$ cat src/rtl/rpt_pkg.sv
// ----------------------------------------------------------------------------
// rpt_pkg: shared types and constants of the regex pattern tokenizer
// Holds the parse flag layout, the action and error codes and the pattern
// bytes that the decoder recognizes.
// ----------------------------------------------------------------------------
package rpt_pkg;

	// Parse flags, most significant member first so that quant is bit 0.
	typedef struct packed {
		logic multi;   // inside a bracket class
		logic esc;     // escape pending
		logic qtfr;    // latest token already carries a quantifier
		logic quant;   // latest token can take a quantifier
	} flags_t;

	// Token-building actions.
	typedef enum logic [3:0] {
		ACT_NONE     = 4'd0,
		ACT_LITERAL  = 4'd1,
		ACT_ANY      = 4'd2,
		ACT_OPEN_CLS = 4'd3,
		ACT_ADD_CLS  = 4'd4,
		ACT_PLUS     = 4'd5,
		ACT_STAR     = 4'd6,
		ACT_OPTIONAL = 4'd7,
		ACT_LAZY     = 4'd8
	} action_t;

	// Error codes.
	typedef enum logic [2:0] {
		ERR_OK         = 3'd0,
		ERR_UNBALANCED = 3'd1,
		ERR_BAD_ESC    = 3'd2,
		ERR_DUP_QUANT  = 3'd3,
		ERR_TRAIL_ESC  = 3'd4,
		ERR_NO_TARGET  = 3'd5
	} err_t;

	// Result of one pattern byte.
	typedef struct packed {
		action_t    action;
		logic [7:0] token_char;
		err_t       error_code;
		logic       pattern_done;
	} result_t;

	// Pattern bytes with a special meaning.
	localparam logic [7:0] CH_LBRACK    = 8'h5b;
	localparam logic [7:0] CH_RBRACK    = 8'h5d;
	localparam logic [7:0] CH_LPAREN    = 8'h28;
	localparam logic [7:0] CH_RPAREN    = 8'h29;
	localparam logic [7:0] CH_LBRACE    = 8'h7b;
	localparam logic [7:0] CH_RBRACE    = 8'h7d;
	localparam logic [7:0] CH_PLUS      = 8'h2b;
	localparam logic [7:0] CH_STAR      = 8'h2a;
	localparam logic [7:0] CH_BACKSLASH = 8'h5c;
	localparam logic [7:0] CH_DOT       = 8'h2e;
	localparam logic [7:0] CH_QUESTION  = 8'h3f;

endpackage

$ cat src/rtl/rpt_if.sv
// ----------------------------------------------------------------------------
// rpt_in_if / rpt_out_if: valid/ready channels of the tokenizer
// A transaction completes at a rising edge with valid and ready both high.
// ----------------------------------------------------------------------------
interface rpt_in_if;
	logic       valid;
	logic       ready;
	logic [7:0] pattern_char;
	logic       is_last;

	modport source (output valid, output pattern_char, output is_last, input ready);
	modport sink (input valid, input pattern_char, input is_last, output ready);
endinterface

interface rpt_out_if;
	logic            valid;
	logic            ready;
	rpt_pkg::action_t action;
	logic [7:0]      token_char;
	rpt_pkg::err_t   error_code;
	logic            pattern_done;

	modport source (output valid, output action, output token_char, output error_code,
		output pattern_done, input ready);
	modport sink (input valid, input action, input token_char, input error_code,
		input pattern_done, output ready);
endinterface

$ cat src/rtl/rpt_decode.sv
// ----------------------------------------------------------------------------
// rpt_decode: per-byte decoder of the tokenizer
// Maps one pattern byte and the current parse state to a result and to the
// next parse state. Purely combinational.
// ----------------------------------------------------------------------------
module rpt_decode (
	input  logic             [7:0] pattern_char,
	input  logic                   is_last,
	input  rpt_pkg::flags_t        flags,
	input  logic                   err_latched,
	output rpt_pkg::result_t       result,
	output rpt_pkg::flags_t        flags_next,
	output logic                   err_latched_next
);
	import rpt_pkg::*;

	action_t    act;
	logic [7:0] tch;
	err_t       err;
	flags_t     nf;
	action_t    q_act;

	// Quantifier action selected by the byte.
	always_comb begin
		if (pattern_char == CH_PLUS) begin
			q_act = ACT_PLUS;
		end else if (pattern_char == CH_STAR) begin
			q_act = ACT_STAR;
		end else begin
			q_act = ACT_OPTIONAL;
		end
	end

	// Byte classification and flag update.
	always_comb begin
		act = ACT_NONE;
		tch = 8'h00;
		err = ERR_OK;
		nf  = flags;
		unique case (pattern_char)
			CH_LBRACK: begin
				if (flags.esc) begin
					act = flags.multi ? ACT_ADD_CLS : ACT_LITERAL;
					tch = pattern_char;
				end else if (flags.multi) begin
					err = ERR_UNBALANCED;
				end else begin
					act = ACT_OPEN_CLS;
				end
			end
			CH_RBRACK: begin
				if (flags.esc) begin
					act = flags.multi ? ACT_ADD_CLS : ACT_LITERAL;
					tch = pattern_char;
				end else if (!flags.multi) begin
					err = ERR_UNBALANCED;
				end
			end
			CH_LPAREN, CH_RPAREN, CH_LBRACE, CH_RBRACE: begin
				act = ACT_NONE;
			end
			CH_PLUS, CH_STAR: begin
				if (flags.esc) begin
					if (flags.multi) begin
						err = ERR_BAD_ESC;
					end else begin
						act = ACT_LITERAL;
						tch = pattern_char;
					end
				end else if (flags.multi) begin
					act = ACT_ADD_CLS;
					tch = pattern_char;
				end else if (flags.qtfr) begin
					err = ERR_DUP_QUANT;
				end else if (!flags.quant) begin
					err = ERR_NO_TARGET;
				end else begin
					act = q_act;
				end
			end
			CH_BACKSLASH: begin
				if (flags.esc) begin
					act = flags.multi ? ACT_ADD_CLS : ACT_LITERAL;
					tch = pattern_char;
				end
			end
			CH_DOT: begin
				if (flags.multi || flags.esc) begin
					act = flags.multi ? ACT_ADD_CLS : ACT_LITERAL;
					tch = pattern_char;
				end else begin
					act = ACT_ANY;
				end
			end
			CH_QUESTION: begin
				if (flags.esc) begin
					act = flags.multi ? ACT_ADD_CLS : ACT_LITERAL;
					tch = pattern_char;
				end else if (flags.qtfr) begin
					act = ACT_LAZY;
				end else if (flags.multi) begin
					act = ACT_ADD_CLS;
					tch = pattern_char;
				end else if (!flags.quant) begin
					err = ERR_NO_TARGET;
				end else begin
					act = q_act;
				end
			end
			default: begin
				if (flags.multi && flags.esc) begin
					err = ERR_BAD_ESC;
				end else begin
					act = flags.multi ? ACT_ADD_CLS : ACT_LITERAL;
					tch = pattern_char;
				end
			end
		endcase

		// Flag effects of the chosen action.
		if (err == ERR_OK) begin
			unique case (act)
				ACT_LITERAL: begin
					nf.esc   = 1'b0;
					nf.qtfr  = 1'b0;
					nf.quant = 1'b1;
				end
				ACT_ADD_CLS: begin
					nf.esc = 1'b0;
				end
				ACT_ANY: begin
					nf.qtfr  = 1'b0;
					nf.quant = 1'b1;
				end
				ACT_OPEN_CLS: begin
					nf = '{multi: 1'b1, esc: 1'b0, qtfr: 1'b0, quant: 1'b0};
				end
				ACT_PLUS, ACT_STAR, ACT_OPTIONAL: begin
					nf.quant = 1'b0;
					nf.qtfr  = 1'b1;
				end
				ACT_LAZY: begin
					nf = flags;
				end
				ACT_NONE: begin
					if (pattern_char == CH_RBRACK) begin
						nf = '{multi: 1'b0, esc: 1'b0, qtfr: 1'b0, quant: 1'b1};
					end else if (pattern_char == CH_BACKSLASH) begin
						nf.esc = 1'b1;
						if (!flags.multi) begin
							nf.quant = 1'b0;
						end
					end
				end
				default: begin
					nf = flags;
				end
			endcase
		end
	end

	// Error latch, end-of-pattern check and final result.
	always_comb begin
		result.action       = act;
		result.token_char   = tch;
		result.error_code   = err;
		result.pattern_done = is_last;
		flags_next          = nf;
		err_latched_next    = err_latched;
		if (err_latched) begin
			result.action     = ACT_NONE;
			result.token_char = 8'h00;
			result.error_code = ERR_OK;
			flags_next        = flags;
		end else if (err != ERR_OK) begin
			result.action     = ACT_NONE;
			result.token_char = 8'h00;
			err_latched_next  = 1'b1;
		end else if (is_last) begin
			if (nf.esc) begin
				result.error_code = ERR_TRAIL_ESC;
			end else if (nf.multi) begin
				result.error_code = ERR_UNBALANCED;
			end
		end
		if (is_last) begin
			flags_next       = '0;
			err_latched_next = 1'b0;
		end
	end

endmodule

$ cat src/rtl/regex_pattern_tokenizer_unit.sv
// ----------------------------------------------------------------------------
// regex_pattern_tokenizer_unit: regex pattern tokenizer
// Takes one pattern byte per transaction and returns one token-building
// action per byte, with error reporting and an end-of-pattern check.
// ----------------------------------------------------------------------------
// The tokenizer accepts one pattern byte in every clock cycle while its
// output register is free or being drained, and returns exactly one result
// per byte, in the cycle after the byte is taken. The parse flags and the
// error latch update at the input transaction, and the result goes into an
// output register that holds while the output is stalled. Throughput is one
// byte per cycle without stalls, set by the flag update loop through the decoder.
module regex_pattern_tokenizer_unit (
	input  logic      clk,
	input  logic      arst_n,
	rpt_in_if.sink    in_ch,
	rpt_out_if.source out_ch
);
	import rpt_pkg::*;

	flags_t  flags_q;
	logic    err_latched_q;
	flags_t  flags_d;
	logic    err_latched_d;
	result_t res_d;
	result_t res_q;
	logic    out_valid_q;
	logic    in_fire;

	// The input is taken whenever the output register is free or draining.
	assign in_ch.ready = !out_valid_q || out_ch.ready;
	assign in_fire     = in_ch.valid && in_ch.ready;

	rpt_decode u_decode (
		.pattern_char     (in_ch.pattern_char),
		.is_last          (in_ch.is_last),
		.flags            (flags_q),
		.err_latched      (err_latched_q),
		.result           (res_d),
		.flags_next       (flags_d),
		.err_latched_next (err_latched_d)
	);

	// Parse state.
	always_ff @(posedge clk or negedge arst_n) begin
		if (!arst_n) begin
			flags_q       <= '0;
			err_latched_q <= 1'b0;
		end else if (in_fire) begin
			flags_q       <= flags_d;
			err_latched_q <= err_latched_d;
		end
	end

	// Output valid flag.
	always_ff @(posedge clk or negedge arst_n) begin
		if (!arst_n) begin
			out_valid_q <= 1'b0;
		end else if (in_fire) begin
			out_valid_q <= 1'b1;
		end else if (out_ch.ready) begin
			out_valid_q <= 1'b0;
		end
	end

	// Output payload.
	always_ff @(posedge clk) begin
		if (in_fire) begin
			res_q <= res_d;
		end
	end

	assign out_ch.valid        = out_valid_q;
	assign out_ch.action       = res_q.action;
	assign out_ch.token_char   = res_q.token_char;
	assign out_ch.error_code   = res_q.error_code;
	assign out_ch.pattern_done = res_q.pattern_done;

`ifndef SYNTHESIS
	// Every accepted byte leaves a result in the output register.
	a_result_follows: assert property (@(posedge clk) disable iff (!arst_n)
		in_fire |=> out_valid_q)
		else $error("no result after accepted byte");

	// The last byte returns the parse state to its reset value.
	a_last_clears: assert property (@(posedge clk) disable iff (!arst_n)
		in_fire && in_ch.is_last |=> (flags_q == '0) && !err_latched_q)
		else $error("state not cleared after last byte");

	// A latched error holds until the end of the pattern.
	a_latch_holds: assert property (@(posedge clk) disable iff (!arst_n)
		in_fire && err_latched_q && !in_ch.is_last |=> err_latched_q)
		else $error("error latch dropped inside a pattern");

	// A byte error carries no action unless it comes from the end check.
	a_err_no_action: assert property (@(posedge clk) disable iff (!arst_n)
		out_valid_q && (res_q.error_code != ERR_OK) && !res_q.pattern_done
		|-> res_q.action == ACT_NONE)
		else $error("action reported with a byte error");
`endif

endmodule
$ cat src/flat_wrapper.sv
// flat-port wrapper written by rule: the top's interface ports become plain ports
module regex_pattern_tokenizer_unit_flat import rpt_pkg::*;
  (clk, arst_n, in_ch_valid, in_ch_pattern_char, in_ch_is_last, in_ch_ready, out_ch_valid, out_ch_action, out_ch_token_char, out_ch_error_code, out_ch_pattern_done, out_ch_ready);
  rpt_in_if in_ch_i ();
  rpt_out_if out_ch_i ();
  input  logic clk;
  input  logic arst_n;
  input wire logic [$bits(in_ch_i.valid)-1:0] in_ch_valid;
  input wire logic [$bits(in_ch_i.pattern_char)-1:0] in_ch_pattern_char;
  input wire logic [$bits(in_ch_i.is_last)-1:0] in_ch_is_last;
  output wire logic [$bits(in_ch_i.ready)-1:0] in_ch_ready;
  output wire logic [$bits(out_ch_i.valid)-1:0] out_ch_valid;
  output wire logic [$bits(out_ch_i.action)-1:0] out_ch_action;
  output wire logic [$bits(out_ch_i.token_char)-1:0] out_ch_token_char;
  output wire logic [$bits(out_ch_i.error_code)-1:0] out_ch_error_code;
  output wire logic [$bits(out_ch_i.pattern_done)-1:0] out_ch_pattern_done;
  input wire logic [$bits(out_ch_i.ready)-1:0] out_ch_ready;
  assign in_ch_i.valid = in_ch_valid;
  assign in_ch_i.pattern_char = in_ch_pattern_char;
  assign in_ch_i.is_last = in_ch_is_last;
  assign in_ch_ready = in_ch_i.ready;
  assign out_ch_valid = out_ch_i.valid;
  assign out_ch_action = out_ch_i.action;
  assign out_ch_token_char = out_ch_i.token_char;
  assign out_ch_error_code = out_ch_i.error_code;
  assign out_ch_pattern_done = out_ch_i.pattern_done;
  assign out_ch_i.ready = out_ch_ready;
  regex_pattern_tokenizer_unit u_core (.clk(clk), .arst_n(arst_n), .in_ch(in_ch_i), .out_ch(out_ch_i));
endmodule
$ cat config.mk
export PLATFORM = sky130hd
export DESIGN_NAME = regex_pattern_tokenizer_unit_flat
export DESIGN_NICKNAME = d
export VERILOG_FILES = /design/src/rtl/rpt_pkg.sv /design/src/rtl/rpt_if.sv /design/src/rtl/rpt_decode.sv /design/src/rtl/regex_pattern_tokenizer_unit.sv /design/src/flat_wrapper.sv
export SDC_FILE = /design/constraint.sdc
export NUM_CORES = 1
export LEC_CHECK = 0
export BUFFER_PORTS_ARGS = -buffer_cell sky130_fd_sc_hd__buf_2
export CORE_MARGIN = 2
export CORE_UTILIZATION = 37
export CTS_CLUSTER_SIZE = 20
export DETAILED_ROUTE_END_ITERATION = 8
export SYNTH_ARGS = -nofsm -noshare
export SYNTH_HDL_FRONTEND = slang
export SYNTH_SLANG_ARGS = --single-unit
$ cat constraint.sdc
create_clock -name clk -period 3 [get_ports clk]
set_clock_uncertainty 0.1 [all_clocks]
set_input_delay 0.3 -clock clk [delete_from_list [all_inputs] [get_ports clk]]
set_output_delay 0.3 -clock clk [all_outputs]
set_load 0.1 [all_outputs]
Yosys cells after proc, flatten, opt, wreduce, memory -nomap -nowiden
Cells that the tools add are included.
{"block": "totals", "ff_bits": 22, "out_inout_bits": 18}
{"block": "classes", "eq_ne": 22, "n_mux": 62, "n_reduce_logical": 23}
{"cell": "$mux 8", "count": 8}
{"cell": "$eq 8x6->1 const B", "count": 6}
{"cell": "$mux 3", "count": 16}
{"cell": "$eq 8x7->1 const B", "count": 5}
{"cell": "$mux 4", "count": 10}
{"cell": "$pmux 8 s5", "count": 1}
{"cell": "$pmux 4 s6", "count": 1}
{"cell": "$mux 1", "count": 18}
{"cell": "$eq 4x3->1 const B", "count": 4}
{"cell": "$pmux 3 s5", "count": 1}
{"cell": "$reduce_or 3->1", "count": 3}
{"cell": "$eq 4x2->1 const B", "count": 2}
{"cell": "$mux 2", "count": 4}
{"cell": "$ne 4x4->1 const B", "count": 2}
{"cell": "$pmux 2 s4", "count": 1}
{"cell": "$reduce_or 2->1", "count": 4}
{"cell": "$reduce_and 6->1", "count": 1}
{"cell": "$reduce_or 6->1", "count": 1}
{"cell": "$reduce_and 5->1", "count": 1}
{"cell": "$reduce_bool 5->1", "count": 1}
{"cell": "$eq 4x1->1 const B", "count": 1}
{"cell": "$logic_not 4->1", "count": 1}
{"cell": "$pmux 1 s2", "count": 2}
{"cell": "$reduce_bool 2->1", "count": 2}
{"cell": "other kinds (9)", "count": 11}

Longest topological paths before layout
{"block": "logic_depth", "ltp_word": 16, "mapped_depth": 10}

Hierarchy
A second synthesis with hierarchy kept.
{"block": "hier_totals", "cells_unflattened": 172, "area_unflattened_um2": 1659.1}
{"mod": "rpt_decode", "n_inst": 1, "cells_each": 141, "area_per_inst_um2": 917.1, "seq_area_each_um2": 0.0}
{"mod": "regex_pattern_tokenizer_unit", "n_inst": 1, "cells_each": 31, "area_per_inst_um2": 742.0, "seq_area_each_um2": 630.6}

Worst setup path before layout
OpenSTA, ideal clock, no wires.
{"block": "synth_timing", "kind": "reg2reg", "startpoint": "reg u_core.out_valid_q, in the netlist u_core.out_ch.valid", "endpoint": "reg u_core.res_q (netlist bit u_core.out_ch.action[0]), enable pin", "setup_time_ns": 0.324, "arrival_ns": 2.425, "required_time_ns": 2.576, "setup_slack_ns": 0.151, "stages_incl_launch_ff": 4, "n_path_buf": 0, "period_less_slack_ns": 2.849, "cell_sequence": "dfrtp_1 -> nand2b_1 -> nand2_1 -> inv_1"}
{"block": "synth_between", "elab_chain_len": 3}
{"item": "start: declaration", "line_no": "regex_pattern_tokenizer_unit.sv:26", "rtl": "logic out_valid_q;"}
{"item": "start signal: assignment", "line_no": "regex_pattern_tokenizer_unit.sv:57", "rtl": "out_valid_q <= 1'b0;"}
{"item": "start signal: assignment", "line_no": "regex_pattern_tokenizer_unit.sv:59", "rtl": "out_valid_q <= 1'b1;"}
{"item": "start signal: assignment", "line_no": "regex_pattern_tokenizer_unit.sv:61", "rtl": "out_valid_q <= 1'b0;"}
{"item": "$logic_not 1->1", "line_no": "regex_pattern_tokenizer_unit.sv:30", "rtl": "assign in_ch.ready = !out_valid_q || out_ch.ready;"}
{"item": "$logic_or 1x1->1", "line_no": "regex_pattern_tokenizer_unit.sv:30"}
{"item": "named net in_ch_ready", "line_no": "flat_wrapper.sv:11", "rtl": "output wire logic [$bits(in_ch_i.ready)-1:0] in_ch_ready;"}
{"item": "$logic_and 1x1->1", "line_no": "regex_pattern_tokenizer_unit.sv:31", "rtl": "assign in_fire = in_ch.valid && in_ch.ready;"}
{"item": "named net u_core.in_fire", "line_no": "regex_pattern_tokenizer_unit.sv:27", "rtl": "logic in_fire;"}
{"item": "end signal: assignment", "line_no": "regex_pattern_tokenizer_unit.sv:68", "rtl": "res_q <= res_d;"}
{"item": "end: declaration", "line_no": "regex_pattern_tokenizer_unit.sv:25", "rtl": "result_t res_q;"}
The timed path passes the listed nets, and every way through them passes these cells.
A chain may end at the register's enable or synchronous reset.

Worst setup path in the final report
{"block": "layout_timing", "startpoint": "reg u_core.flags_q[1] (netlist bit)", "endpoint": "reg u_core.flags_q[0] (netlist bit)"}
{"block": "layout_between", "elab_chain_len": 10, "elab_cells_between_ends": 31, "cone_classes": "eq/ne: 8; mux: 16; reduce/logical: 7"}
{"item": "start: declaration", "line_no": "regex_pattern_tokenizer_unit.sv:20", "rtl": "flags_t flags_q;"}
{"item": "start signal: assignment", "line_no": "regex_pattern_tokenizer_unit.sv:49", "rtl": "flags_q <= flags_d;"}
{"item": "$mux 4", "line_no": "rpt_decode.sv:73", "rtl": "end else if (flags.qtfr) begin"}
{"item": "$mux 4", "line_no": "rpt_decode.sv:70", "rtl": "end else if (flags.multi) begin"}
{"item": "$mux 4", "line_no": "rpt_decode.sv:63", "rtl": "if (flags.esc) begin"}
{"item": "$pmux 4 s6", "line_no": "rpt_decode.sv:40", "rtl": "unique case (pattern_char)"}
{"item": "$eq 4x3->1, or another cell as far along", "line_no": "rpt_decode.sv:122", "rtl": "unique case (act)"}
{"item": "$reduce_or 3->1 / $reduce_or 2->1 (equally long branches)"}
{"item": "$pmux 2 s4", "line_no": "rpt_decode.sv:122"}
{"item": "$mux 4", "line_no": "rpt_decode.sv:121", "rtl": "if (err == ERR_OK) begin"}
{"item": "$mux 4", "line_no": "rpt_decode.sv:170", "rtl": "if (err_latched) begin"}
{"item": "$mux 4", "line_no": "rpt_decode.sv:186", "rtl": "if (is_last) begin"}
Parallel ways exist; a longest one is shown, timed or not. The select of a mux whose other input is x is not followed.

==> flow_summary.toml <==
[setup_path]
cp_max_fo = 8
end_kind = "register"
startpoint_type = "register"
worstPathArrival_ns = 2.56
cp.required_ns = 3.05
endpoint = "u_core.flags_q[0]"
regToRegEndpoint = "u_core.flags_q[0]"
r2r-start = "u_core.flags_q[1]"
r2r_setup_slack_ns = 0.49
worstSetupPathType = "register to register"
r2r_cells = 8
setup.worst_path.start = "u_core.flags_q[1]"

[global_route]
gr-total-overflow = 0
grt_pass1_vias = 1329
grt_usage_pct = 16.3
grt_start_max_net_pins = 20
antenna_found_initial = 0
grt_pass1_wl_mm = 6.42

[die]
die_y_microns = 69.1
initial_core_util_pct = 39.0
ios = 31
die-area_sq_mm = 0.00478
design.core.area_sq_mm = 0.00403
std_cell_rows = 23
die_w_microns = 69.1

[finish]
fin_area_sq_mm = 0.00181
syn_to_final_growth_pct = 15.5
fillers = 394
final_common_cell = "buf_2"
antenna_cells = 0
postLayoutCoreUtil_pct = 45.0
final_cell_mix = "buf_2 (30), nand2_1 (18), nor2_1 (17)"
nets = 214
final_cells = 250
layout-drive-gt1-share_pct = 22.5

[timing]
slew_headroom_pct = 60.0
whs_ns = 0.169
tightest_slew_ns = 0.599
max_freq_mhz = 399
fin_ws_ns = 0.492
rsz0062_at_grt = "no"
setup_tns_ns = 0
finalMaxSlewViolations = 0
period_minus_slack_ns = 2.51
finalHoldViolCount = 0
setup_viol_count_final = 0
min_period_over_period_pct = 83.6

[clock_tree]
cts_buffers = 3
post_cts_buffers = 0
cts_tree = "yes"
htree_levels = 1
clock-root-buffer = "clkbuf_8"
clk_pin_slew_ns = 0.08
clock_sinks = 22
ctsLongestPathBuffers = 2
clkLatencyLatePin_ns = 0.25

[detailed_routing]
drc = 0
routed_wl_mm = 3.95
drtAntennaViolNets = 0
vias = 1516
drt_first_iter_violations = 176
via_per_inst = 6.06
wire_per_inst_microns = 15.8
firstDrtPassIters = 5

[logic_synthesis]
ys_ff_latch = 22
synthFlopType = "edfxtp_1"
yosysWarnings = 0
ys_types = 53
syn_area_sq_mm = 0.00157
synth.avg_cell_area_sq_um = 9.08
synth_enable_flop_cells = 16
synthArstFlopShare_pct = 27.3
ys_seq_area_share_pct = 40.2
syn_inst = 173
syn_nets = 186

[pwr]
irDropWorstVdd_uv = 168
p_per_area_mw_per_mm2 = 446
leakagePower_nw = 0.715
total_power_mw = 0.808

[place]
globalplace.congestion = 0.925
dp_hpwl_mm = 2.90
dpl-instance-area_sq_mm = 0.00175
pre_cts_slack_ns = 0.429
io_buffer_count = 30
dp_cells = 245

[hold_path]
min_from = "in_ch_valid"
hold_class = "input port to register"

[outcome]
status = "finished clean"

[run]
maxCapViolations = 0
[critical path: stages (launching register included)]
cell and delay (ns):
dfrtp_1 0.45, and4b_1 0.24, o2111a_1 0.25, o32ai_2 0.31, o211a_4 0.28, nand2b_4 0.10, a21o_1 0.20, a221o_1 0.32
a21o_1 0.15
[final cells by class]
cell class	count	area, sq um	share of cell area [%]
Multi-Input combinational cell	137	882	48.7
Sequential cell	22	631	34.8
Timing Repair Buffer	31	160	8.83
Tap cell	50	62.6	3.45
Clock buffer	4	55.1	3.04
Inverter	6	22.5	1.24
[cells by family (layout without fill, tap and decap cells)]
kind of cell	after synthesis	after routing	synth area share, %
and+or+nand+nor	91	91	34.1
AOI/OAI and AO/OA	46	46	22.1
DFF	22	22	40.2
buffers and inverters	14	41	3.67
[sequential cells by signal, indices dropped and copies added, names as in the netlist]
register / cells
u_core.out_ch.pattern_done: 1
u_core.out_ch.valid: 1
u_core.out_ch.action: 4
u_core.out_ch.token_char: 8
u_core.err_latched_q: 1
u_core.flags_q: 4
u_core.out_ch.error_code: 3
[how the worst min path moves through the flow]
stage | endpoint | slack [ns] | depth (start not counted)
floorplan | u_core.err_latched_q | -0.1 | 0
global placement | u_core.flags_q[2] | 0.03 | 1
detailed placement | u_core.out_ch.valid | 0.03 | 1
CTS | u_core.out_ch.valid | 0.14 | 2
global route | u_core.out_ch.valid | 0.18 | 2
finish | u_core.out_ch.valid | 0.17 | 2
[synthesized netlist by cell type, types with 2 or more instances]
| cell type | n | area share (%) |
|---|---|---|
| dfrtp_1 | 6 | 9.6 |
| clkbuf_1 | 4 | 0.96 |
| nand4_1 | 3 | 1.2 |
| nor4_1 | 3 | 1.2 |
| edfxtp_1 | 16 | 31 |
| nand2b_1 | 3 | 1.2 |
| a21oi_1 | 12 | 3.8 |
| a21o_1 | 3 | 1.4 |
| nand2_1 | 18 | 4.3 |
| o21ai_0 | 10 | 3.2 |
| inv_1 | 6 | 1.4 |
| nor3_1 | 5 | 1.6 |
| o211ai_1 | 2 | 0.96 |
| or3_1 | 3 | 1.2 |
| nor4b_1 | 3 | 1.7 |
| nor2_1 | 17 | 4.1 |
| nor2b_1 | 5 | 2.0 |
| o32ai_2 | 2 | 2.1 |
| buf_2 | 4 | 1.3 |
| a221o_1 | 2 | 1.3 |
| nor3b_1 | 2 | 0.96 |
| and2_1 | 9 | 3.6 |
| or4_1 | 3 | 1.4 |
| nand3_1 | 3 | 0.96 |
[where the power goes]
part | leakage [nW] | switching, mW | total [mW] | internal [mW]
combinational | 0.454 | 0.191 | 0.248 | 0.0573
sequential | 0.232 | 0.0104 | 0.360 | 0.350
clock | 0.0288 | 0.0832 | 0.200 | 0.117
total | 0.715 | 0.285 | 0.808 | 0.523
[per-layer routing]
layer | share of wire [%] | GRT usage, % | vias to the layer above | routed length (microns)
li1 | - | - | 707 | -
met1 | 42 | 22.6 | 709 | 1670
met2 | 47 | 25.1 | 92 | 1860
met3 | 8.8 | 2.49 | 8 | 346
met4 | 1.6 | 7.19 | 0 | 65
met5 | 0 | 0 | - | 0
[repair_timing]
action,CTS,global route
hold buffers,1,0
endpoints found under the hold margin,6,0
setup endpoints to repair,0,0
resized for setup,0,0
No activity file was read; power rests on OpenSTA's default activity.
